File: config.mk
export PLATFORM = sky130hd
export DESIGN_NAME = command_line_tokenizer
export DESIGN_NICKNAME = d
export VERILOG_FILES = /design/src/sv/clt_pkg.sv /design/src/sv/clt_core.sv /design/src/sv/command_line_tokenizer.sv
export SDC_FILE = /design/constraint.sdc
export NUM_CORES = 1
export LEC_CHECK = 0
export ABC_CLOCK_PERIOD_IN_PS = 5300
export BUFFER_PORTS_ARGS = -buffer_cell sky130_fd_sc_hd__buf_2
export CORE_MARGIN = 2
export CORE_UTILIZATION = 40
export CTS_BUF_LIST = sky130_fd_sc_hd__clkbuf_4
export DETAILED_ROUTE_END_ITERATION = 10
export GPL_TIMING_DRIVEN = 0
export PLACE_DENSITY_LB_ADDON = 0.08
export SYNTH_ARGS = -nofsm -noshare
export SYNTH_HDL_FRONTEND = slang
export SYNTH_SLANG_ARGS = --single-unit
File: constraint.sdc
create_clock -name clk -period 5.3 [get_ports clk]
set_input_delay 0.53 -clock clk [delete_from_list [all_inputs] [get_ports clk]]
set_output_delay 0.53 -clock clk [all_outputs]
set_load 0.005 [all_outputs]
File: src/sv/clt_pkg.sv
`timescale 1ns / 1ps
// clt_pkg: shared types and constants of the command-line tokenizer
// used by clt_core and command_line_tokenizer; no dependencies
package clt_pkg;

	localparam int ARG_SLOTS  = 16;
	localparam int LINE_BYTES = 256;

	// tokens_opened stops at ARG_SLOTS-1, bytes_written at LINE_BYTES-1
	localparam int TOK_W = $clog2(ARG_SLOTS);
	localparam int BW_W  = $clog2(LINE_BYTES);

	localparam int RES_MAX   = 3;
	localparam int RES_CNT_W = 2;

	localparam logic [7:0] CH_GT    = 8'h3E;
	localparam logic [7:0] CH_QUOTE = 8'h22;
	localparam logic [7:0] CH_SPACE = 8'h20;
	localparam logic [7:0] CH_TAB   = 8'h09;

	typedef enum logic [1:0] {
		MODE_GAP   = 2'd0,
		MODE_WORD  = 2'd1,
		MODE_ANGLE = 2'd2,
		MODE_HALT  = 2'd3
	} mode_t;

	typedef struct packed {
		mode_t             mode;
		logic              quote_open;
		logic              start_unwritten;
		logic [TOK_W-1:0]  tokens_opened;
		logic [BW_W-1:0]   bytes_written;
		logic              input_dropped;
	} st_t;

	typedef struct packed {
		logic [7:0] char_in;
		logic       has_char;
		logic       end_of_line;
	} item_t;

	typedef struct packed {
		logic [7:0] out_byte;
		logic [3:0] token_index;
		logic       token_start;
		logic       separator;
		logic       line_done;
		logic [3:0] token_count;
		logic       truncated;
		logic       last_of_run;
	} res_t;

	typedef struct packed {
		st_t                       nxt;
		res_t [RES_MAX-1:0]        res;
		logic [RES_CNT_W-1:0]      cnt;
	} step_t;

endpackage

File: src/sv/clt_core.sv
`timescale 1ns / 1ps
// clt_core: combinational step of the tokenizer, one character to up to three results
// depends on clt_pkg
module clt_core (
	input  clt_pkg::st_t   st,
	input  clt_pkg::item_t item,
	output clt_pkg::step_t step
);

	localparam logic [clt_pkg::TOK_W-1:0] TOK_LIMIT  = clt_pkg::TOK_W'(clt_pkg::ARG_SLOTS - 1);
	localparam logic [clt_pkg::BW_W-1:0]  BYTE_LIMIT = clt_pkg::BW_W'(clt_pkg::LINE_BYTES - 1);

	typedef struct packed {
		clt_pkg::st_t  s;
		clt_pkg::res_t r;
	} put_t;

	typedef struct packed {
		clt_pkg::st_t  s;
		logic          v;
		clt_pkg::res_t r;
	} br_t;

	function automatic logic [3:0] to4(input logic [clt_pkg::TOK_W-1:0] v);
		logic [clt_pkg::TOK_W+3:0] w;
		w = {4'b0, v};
		return w[3:0];
	endfunction

	function automatic logic is_blank(input logic [7:0] c);
		return (c == clt_pkg::CH_SPACE) || (c == clt_pkg::CH_TAB);
	endfunction

	function automatic logic [3:0] cur_idx(input clt_pkg::st_t s);
		logic [clt_pkg::TOK_W-1:0] i;
		i = (s.tokens_opened == '0) ? '0 : s.tokens_opened - 1'b1;
		return to4(i);
	endfunction

	function automatic clt_pkg::res_t mk(input clt_pkg::st_t s, input logic [7:0] b,
		input logic start, input logic sep, input logic done, input logic [3:0] idx);
		clt_pkg::res_t r;
		r.out_byte    = b;
		r.token_index = idx;
		r.token_start = start;
		r.separator   = sep;
		r.line_done   = done;
		r.token_count = to4(s.tokens_opened);
		r.truncated   = s.input_dropped;
		r.last_of_run = 1'b0;
		return r;
	endfunction

	// write a byte or a separator into the line budget
	function automatic put_t put_f(input clt_pkg::st_t s, input logic [7:0] b,
		input logic sep, input logic done);
		put_t p;
		p.r = mk(s, b, s.start_unwritten, sep, done, cur_idx(s));
		p.s = s;
		p.s.start_unwritten = 1'b0;
		p.s.bytes_written   = s.bytes_written + 1'b1;
		if (p.s.bytes_written >= BYTE_LIMIT) begin
			p.s.mode = clt_pkg::MODE_HALT;
		end
		return p;
	endfunction

	function automatic put_t close_f(input clt_pkg::st_t s, input logic done);
		clt_pkg::st_t t;
		t = s;
		t.mode = clt_pkg::MODE_GAP;
		return put_f(t, 8'h00, 1'b1, done);
	endfunction

	function automatic br_t begin_f(input clt_pkg::st_t s, input logic [7:0] c);
		br_t  b;
		put_t p;
		b.s = s;
		b.v = 1'b0;
		b.r = '0;
		if (!is_blank(c)) begin
			if (s.tokens_opened >= TOK_LIMIT) begin
				b.s.input_dropped = 1'b1;
				b.s.mode          = clt_pkg::MODE_HALT;
			end else begin
				b.s.tokens_opened   = s.tokens_opened + 1'b1;
				b.s.quote_open      = 1'b0;
				b.s.start_unwritten = 1'b1;
				if (c == clt_pkg::CH_QUOTE) begin
					b.s.mode       = clt_pkg::MODE_WORD;
					b.s.quote_open = 1'b1;
				end else begin
					b.s.mode = (c == clt_pkg::CH_GT) ? clt_pkg::MODE_ANGLE : clt_pkg::MODE_WORD;
					p   = put_f(b.s, c, 1'b0, 1'b0);
					b.s = p.s;
					b.v = 1'b1;
					b.r = p.r;
				end
			end
		end
		return b;
	endfunction

	clt_pkg::st_t                          s;
	clt_pkg::res_t [clt_pkg::RES_MAX-1:0]  res;
	logic [clt_pkg::RES_CNT_W-1:0]         n;
	put_t                                  p;
	br_t                                   b;
	logic [7:0]                            c;
	logic                                  do_begin;

	always_comb begin
		s        = st;
		res      = '0;
		n        = '0;
		p        = '0;
		b        = '0;
		do_begin = 1'b0;
		c        = item.char_in;

		if (item.has_char && (c != 8'h00)) begin
			case (s.mode)
				clt_pkg::MODE_GAP: begin
					do_begin = 1'b1;
				end
				clt_pkg::MODE_WORD: begin
					if (c == clt_pkg::CH_QUOTE) begin
						s.quote_open = ~s.quote_open;
					end else if (!s.quote_open && is_blank(c)) begin
						p = close_f(s, 1'b0);
						s = p.s;
						res[n] = p.r;
						n = n + 1'b1;
					end else if (!s.quote_open && (c == clt_pkg::CH_GT)) begin
						p = close_f(s, 1'b0);
						s = p.s;
						res[n] = p.r;
						n = n + 1'b1;
						if (s.mode == clt_pkg::MODE_GAP) begin
							do_begin = 1'b1;
						end else begin
							s.input_dropped = 1'b1;
						end
					end else begin
						p = put_f(s, c, 1'b0, 1'b0);
						s = p.s;
						res[n] = p.r;
						n = n + 1'b1;
					end
				end
				clt_pkg::MODE_ANGLE: begin
					if (c == clt_pkg::CH_GT) begin
						// a '>>' token closes right after its second byte
						s.mode = clt_pkg::MODE_GAP;
						p = put_f(s, c, 1'b0, 1'b0);
						s = p.s;
						res[n] = p.r;
						n = n + 1'b1;
						if (s.mode == clt_pkg::MODE_GAP) begin
							p = close_f(s, 1'b0);
							s = p.s;
							res[n] = p.r;
							n = n + 1'b1;
						end
					end else begin
						p = close_f(s, 1'b0);
						s = p.s;
						res[n] = p.r;
						n = n + 1'b1;
						if (s.mode == clt_pkg::MODE_GAP) begin
							do_begin = 1'b1;
						end else if (!is_blank(c)) begin
							s.input_dropped = 1'b1;
						end
					end
				end
				default: begin
					if (!is_blank(c)) begin
						s.input_dropped = 1'b1;
					end
				end
			endcase

			if (do_begin) begin
				b = begin_f(s, c);
				s = b.s;
				if (b.v) begin
					res[n] = b.r;
					n = n + 1'b1;
				end
			end
		end

		if (item.end_of_line) begin
			if ((s.mode == clt_pkg::MODE_WORD) || (s.mode == clt_pkg::MODE_ANGLE)) begin
				p = close_f(s, 1'b1);
				res[n] = p.r;
			end else begin
				res[n] = mk(s, 8'h00, 1'b0, 1'b0, 1'b1, 4'd0);
			end
			n = n + 1'b1;
			s = '0;
		end

		if (n != '0) begin
			res[n - 1'b1].last_of_run = 1'b1;
		end

		step.nxt = s;
		step.res = res;
		step.cnt = n;
	end

endmodule

File: src/sv/command_line_tokenizer.sv
`timescale 1ns / 1ps
// command_line_tokenizer: streaming tokenizer top level, input stage, state and result buffer
// depends on clt_pkg and clt_core
//
// One line character enters per request on the slave side; the tokens leave byte by byte on the
// master side, each closed by a separator request unless the byte budget runs out, and an
// end-of-line request closes the line with a done request that carries the token count. A
// character is held in the input stage and its results go in one pass into a three-entry result
// buffer, so a new character is accepted every cycle as long as each causes at most one result
// and the master side is ready. The master side moves one result per cycle while m_tready is
// high; a character that causes k results (k up to three) holds the next one back until its last
// result is taken. Output stalls never drop or repeat a result.
module command_line_tokenizer (
	input  logic        clk,
	input  logic        arst_n,
	input  logic        s_tvalid,
	output logic        s_tready,
	input  logic [7:0]  s_tdata,   // char_in[7:0]
	input  logic [0:0]  s_tuser,   // has_char[0]
	input  logic        s_tlast,   // end_of_line
	output logic        m_tvalid,
	input  logic        m_tready,
	output logic [23:0] m_tdata,   // out_byte[7:0], token_index[11:8], token_count[15:12],
	                               // truncated[16], zero[23:17]
	output logic [2:0]  m_tuser,   // token_start[0], separator[1], line_done[2]
	output logic        m_tlast    // last_of_run
);

	clt_pkg::item_t                        item_s1;
	logic                                  valid_s1;
	clt_pkg::st_t                          state_q;
	clt_pkg::res_t [clt_pkg::RES_MAX-1:0]  res_q;
	logic [clt_pkg::RES_CNT_W-1:0]         cnt_q;
	logic [clt_pkg::RES_CNT_W-1:0]         ptr_q;
	clt_pkg::step_t                        step;
	clt_pkg::res_t                         cur;
	logic                                  fire;
	logic                                  out_take;

	clt_core u_core (
		.st   (state_q),
		.item (item_s1),
		.step (step)
	);

	assign m_tvalid = (cnt_q != '0);
	assign out_take = m_tvalid && m_tready;
	// the buffered item commits once the result buffer is empty or about to be
	assign fire     = valid_s1 && ((cnt_q == '0) || ((cnt_q == 2'd1) && m_tready));
	assign s_tready = !valid_s1 || fire;

	always_ff @(posedge clk or negedge arst_n) begin
		if (!arst_n) begin
			valid_s1 <= 1'b0;
		end else if (s_tvalid && s_tready) begin
			valid_s1 <= 1'b1;
		end else if (fire) begin
			valid_s1 <= 1'b0;
		end
	end

	always_ff @(posedge clk) begin
		if (s_tvalid && s_tready) begin
			item_s1.char_in     <= s_tdata;
			item_s1.has_char    <= s_tuser[0];
			item_s1.end_of_line <= s_tlast;
		end
	end

	always_ff @(posedge clk or negedge arst_n) begin
		if (!arst_n) begin
			state_q <= '0;
			cnt_q   <= '0;
			ptr_q   <= '0;
		end else if (fire) begin
			state_q <= step.nxt;
			cnt_q   <= step.cnt;
			ptr_q   <= '0;
		end else if (out_take) begin
			cnt_q <= cnt_q - 1'b1;
			ptr_q <= ptr_q + 1'b1;
		end
	end

	always_ff @(posedge clk) begin
		if (fire) begin
			res_q <= step.res;
		end
	end

	assign cur     = res_q[ptr_q];
	assign m_tdata = {7'b0, cur.truncated, cur.token_count, cur.token_index, cur.out_byte};
	assign m_tuser = {cur.line_done, cur.separator, cur.token_start};
	assign m_tlast = cur.last_of_run;

	a_load_shows: assert property (@(posedge clk) disable iff (!arst_n)
		fire |=> (m_tvalid == ($past(step.cnt) != '0)))
		else $error("result buffer load does not match result count");

	a_last_at_end: assert property (@(posedge clk) disable iff (!arst_n)
		m_tvalid |-> (m_tlast == (cnt_q == 2'd1)))
		else $error("tlast not on the final buffered result");

	a_line_reset: assert property (@(posedge clk) disable iff (!arst_n)
		(fire && item_s1.end_of_line) |=>
		((state_q.mode == clt_pkg::MODE_GAP) && (state_q.tokens_opened == '0) &&
		 (state_q.bytes_written == '0) && !state_q.input_dropped))
		else $error("state not cleared after end of line");

	a_no_overrun: assert property (@(posedge clk) disable iff (!arst_n)
		(valid_s1 && (cnt_q > 2'd1)) |-> !s_tready)
		else $error("input taken while result buffer still busy");

endmodule
==> results_dict.tcl <==
set metrics [dict create \
    die-width_um 133 \
    hold_viol_final 2 \
    register_area_sq_mm 0.00274 \
    wl_per_cell_um 19.2 \
    worstSetupPathType "reg2reg" \
    routed_wl_mm 19.5 \
    crit_chain "or4_1 > buf_2 > nor2_2 > nor2_1 > o21ai_0 > a21oi_1 > inv_1 > ha_1 > mux2i_1 > nand2b_1 > ha_1 > nand2_1 > nand2_1 > clkbuf_1 > o22ai_1" \
    ir_drop_v 0.000251 \
    crit_path_start_kind "register" \
    drive_above_1_share_pct 15.3 \
    fin_skew_ns 0.0362 \
    ys_ff_latch 95 \
    critPathMaxStageDelay_ns 0.55 \
    slowest_stage "or4_1" \
    clkSinkCount 95 \
    worstSetupStartpoint "item_s1[5]" \
    firstDrtPassIters 5 \
    slew_violations 0 \
    ys_warn_count 0 \
    holdCritPathClass "in2async" \
    die_y_um 133 \
    worst_skew_pair.late_latency_ns 0.51 \
    leakage_nw 2.72 \
    rsz0062_at_grt "no" \
    multi_input_area_sq_mm 0.00363 \
    synth_top_family_by_area "compound AO/OA/AOI/OAI gates" \
    fillerInstances 1638 \
    dpl_cell_area_sq_mm 0.00720 \
    detail_route.iter0.violations 492 \
    clkTransAtPathRegs_ns 0.17 \
    overflow 0 \
    grt_pass1_vias 5678 \
    crit_required_ns 5.51 \
    clock_path_buffers 2 \
    htreeDepth 3 \
    area_growth_pct 10.4 \
    hold_ws_ns -0.00191 \
    worstPathMaxFanout 10 \
    max_freq_mhz 203 \
    grt_pass1_wl_mm 31.6 \
    place.gp.congestion 0.922 \
    port_buffers 36 \
    layout_min_cycle_time_ns 4.93 \
    synth_compound_area_share_pct 23.2 \
    avgSynthCellArea_sq_um 9.18 \
    final-setup-viol-count 0 \
    synth-edff-count 73 \
    synthSimpleGateAreaFrac_pct 19.1 \
    yosysSeqAreaShare_pct 40.9 \
    fin_crit_sh_pct 93.0 \
    violations "hold timing" \
    cts_root_buffer "clkbuf_4" \
    async_flop_share_pct 23.2 \
    drc 0 \
    post-route-cell-area_sq_mm 0.00740 \
    design_power_total_w 0.00451 \
    max_cap_violations 0 \
    finalNetCount 823 \
    synthMuxAreaShare_pct 4.71 \
    antenna_found_initial 1 \
    ios 44 \
    vias_per_cell 5.78 \
    synth_xor_area_share_pct 3.27 \
    cp_top_family "simple AND/OR/NAND/NOR gates" \
    arrival_ns 5.14 \
    antenna_left 0 \
    track_usage_pct 22.9 \
    cts_hold_buf 0 \
    grt_max_degree 50 \
    synth.distinct_cells 85 \
    path_buf_inv 3 \
    syn_inst 730 \
    cp-end-kind "register" \
    synth_ff_type "edfxtp_1" \
    cts_buffers 9 \
    slew_headroom_pct 42.8 \
    tightest_slew_ns 0.852 \
    netlist_area_sq_mm 0.00670 \
    final_cells 1016 \
    die_area_sq_mm 0.0178 \
    hpwl_mm 14.7 \
    rr_startpoint "item_s1[5]" \
    row_count 47 \
    core-area_sq_mm 0.0165 \
    synthAdderAreaFrac_pct 3.55 \
    num_vias 5874 \
    tns_ns 0 \
    start_util_pct 40.7 \
    cts_tree "built" \
    outcome "complete, but fails checks" \
    placedCellCount 993 \
    power-per-cell-area_mw_per_mm2 610 \
]
## synthesized netlist by cell type, types with 8 or more instances
cell | count | area [sq um]
buf_4 | 9 | 67.6
nand2_1 | 102 | 383
and2_1 | 18 | 113
clkbuf_1 | 27 | 101
a31oi_1 | 10 | 62.6
mux2i_1 | 27 | 270
o22ai_1 | 16 | 100
nand3_1 | 13 | 65.1
a21oi_1 | 41 | 205
edfxtp_1 | 73 | 2190
ha_1 | 19 | 238
dfrtp_1 | 22 | 551
o22ai_2 | 9 | 113
xnor2_1 | 13 | 114
o211ai_1 | 9 | 67.6
xor2_1 | 12 | 105
and3_1 | 8 | 50.1
o21ai_0 | 56 | 280
o31ai_1 | 9 | 67.6
nor2_1 | 57 | 214
buf_2 | 11 | 55.1
nor3_1 | 20 | 100
inv_1 | 25 | 93.8
## placed cells by master (no fill, tap or decap), types with 5 or more instances in the layout
cell type | synthesis | layout
nand3_1 | 13 | 13
o211ai_1 | 9 | 9
o21ai_0 | 56 | 56
inv_1 | 25 | 25
clkbuf_4 | 0 | 10
and3_1 | 8 | 8
nor3_1 | 20 | 20
xnor2_1 | 13 | 13
conb_1 | 1 | 7
buf_2 | 11 | 47
o31ai_1 | 9 | 9
mux2i_1 | 27 | 27
dfrtp_1 | 22 | 22
a21oi_1 | 41 | 41
o21ai_1 | 6 | 6
a31oi_1 | 10 | 10
nand4_1 | 6 | 6
xor2_1 | 12 | 12
ha_1 | 19 | 19
buf_4 | 9 | 15
clkbuf_1 | 27 | 25
and2_1 | 18 | 18
nand2_1 | 102 | 101
o22ai_1 | 16 | 16
o22ai_2 | 9 | 9
nor2_1 | 57 | 55
a22o_1 | 5 | 5
edfxtp_1 | 73 | 73
## report_power, final
group | internal, W | switching [W] | leakage, nW
Combinational | 0.000905 | 0.00181 | 1.64
Clock | 0.000151 | 0.000261 | 0.0734
Sequential | 0.00122 | 0.000165 | 1.00
Total | 0.00228 | 0.00224 | 2.72
## what timing repair did
| item | CTS | global route |
|---|---|---|
| gates resized for setup | 0 | 7 |
| endpoints found under the setup margin | 0 | 37 |
| buffers inserted | 0 | 6 |
## layer usage
metal  vias up  routed length (um)  global-route usage [%]  part of all wire (%)
met3        36                 935                    3.27                   4.8
met2       190                9150                    37.6                    47
met4         0                 534                    8.27                   2.7
li1       2823                   -                       -                     -
met1      2825                8920                    31.0                    46
met5         -                   0                       0                     0
## worst paths after layout
check,cells after the start,slack [ns],end
setup reg to reg,15,0.37,res_q[5]
setup / recovery,15,0.37,res_q[5]
hold / removal,1,-0.002,ptr_q[1]
max in group asynchronous,1,4.83,state_q[12]
min in group clk,1,0.19,item_s1[0]
hold reg to reg,1,0.56,cnt_q[1]
## cell type report
type | instances | area share, %
multi-input cells | 562 | 49.1
clock buffers | 10 | 1.01
flip-flops and latches | 95 | 37.1
diodes | 1 | 0.0338
clock inverters | 6 | 0.913
plain buffers | 52 | 3.42
well taps | 220 | 3.72
inverters | 27 | 1.39
repair buffers | 43 | 3.31
## flip-flops by register name (all words and copies together) (netlist names)
name      cells
res_q        63
state_q      17
item_s1      10
cnt_q         2
ptr_q         2
valid_s1      1
## cell families after synthesis
family | Yosys count
AOI/OAI and AO/OA | 218
xor gates and xnor gates | 25
adders and majority gates | 19
buffers and inverters | 79
DFF | 95
muxes | 31
other | 1
and+or+nand+nor | 262
## per-stage QoR
step	worst slack, ns	utilization (%)
2_1_floorplan	1.36	-
3_3_place_gp	0.190	43.6
3_5_place_dp	0.144	43.7
4_1_cts	0.0904	44.6
5_1_grt	0.0265	44.9
6_report	0.369	44.9
(Power assumes the default switching activity.)
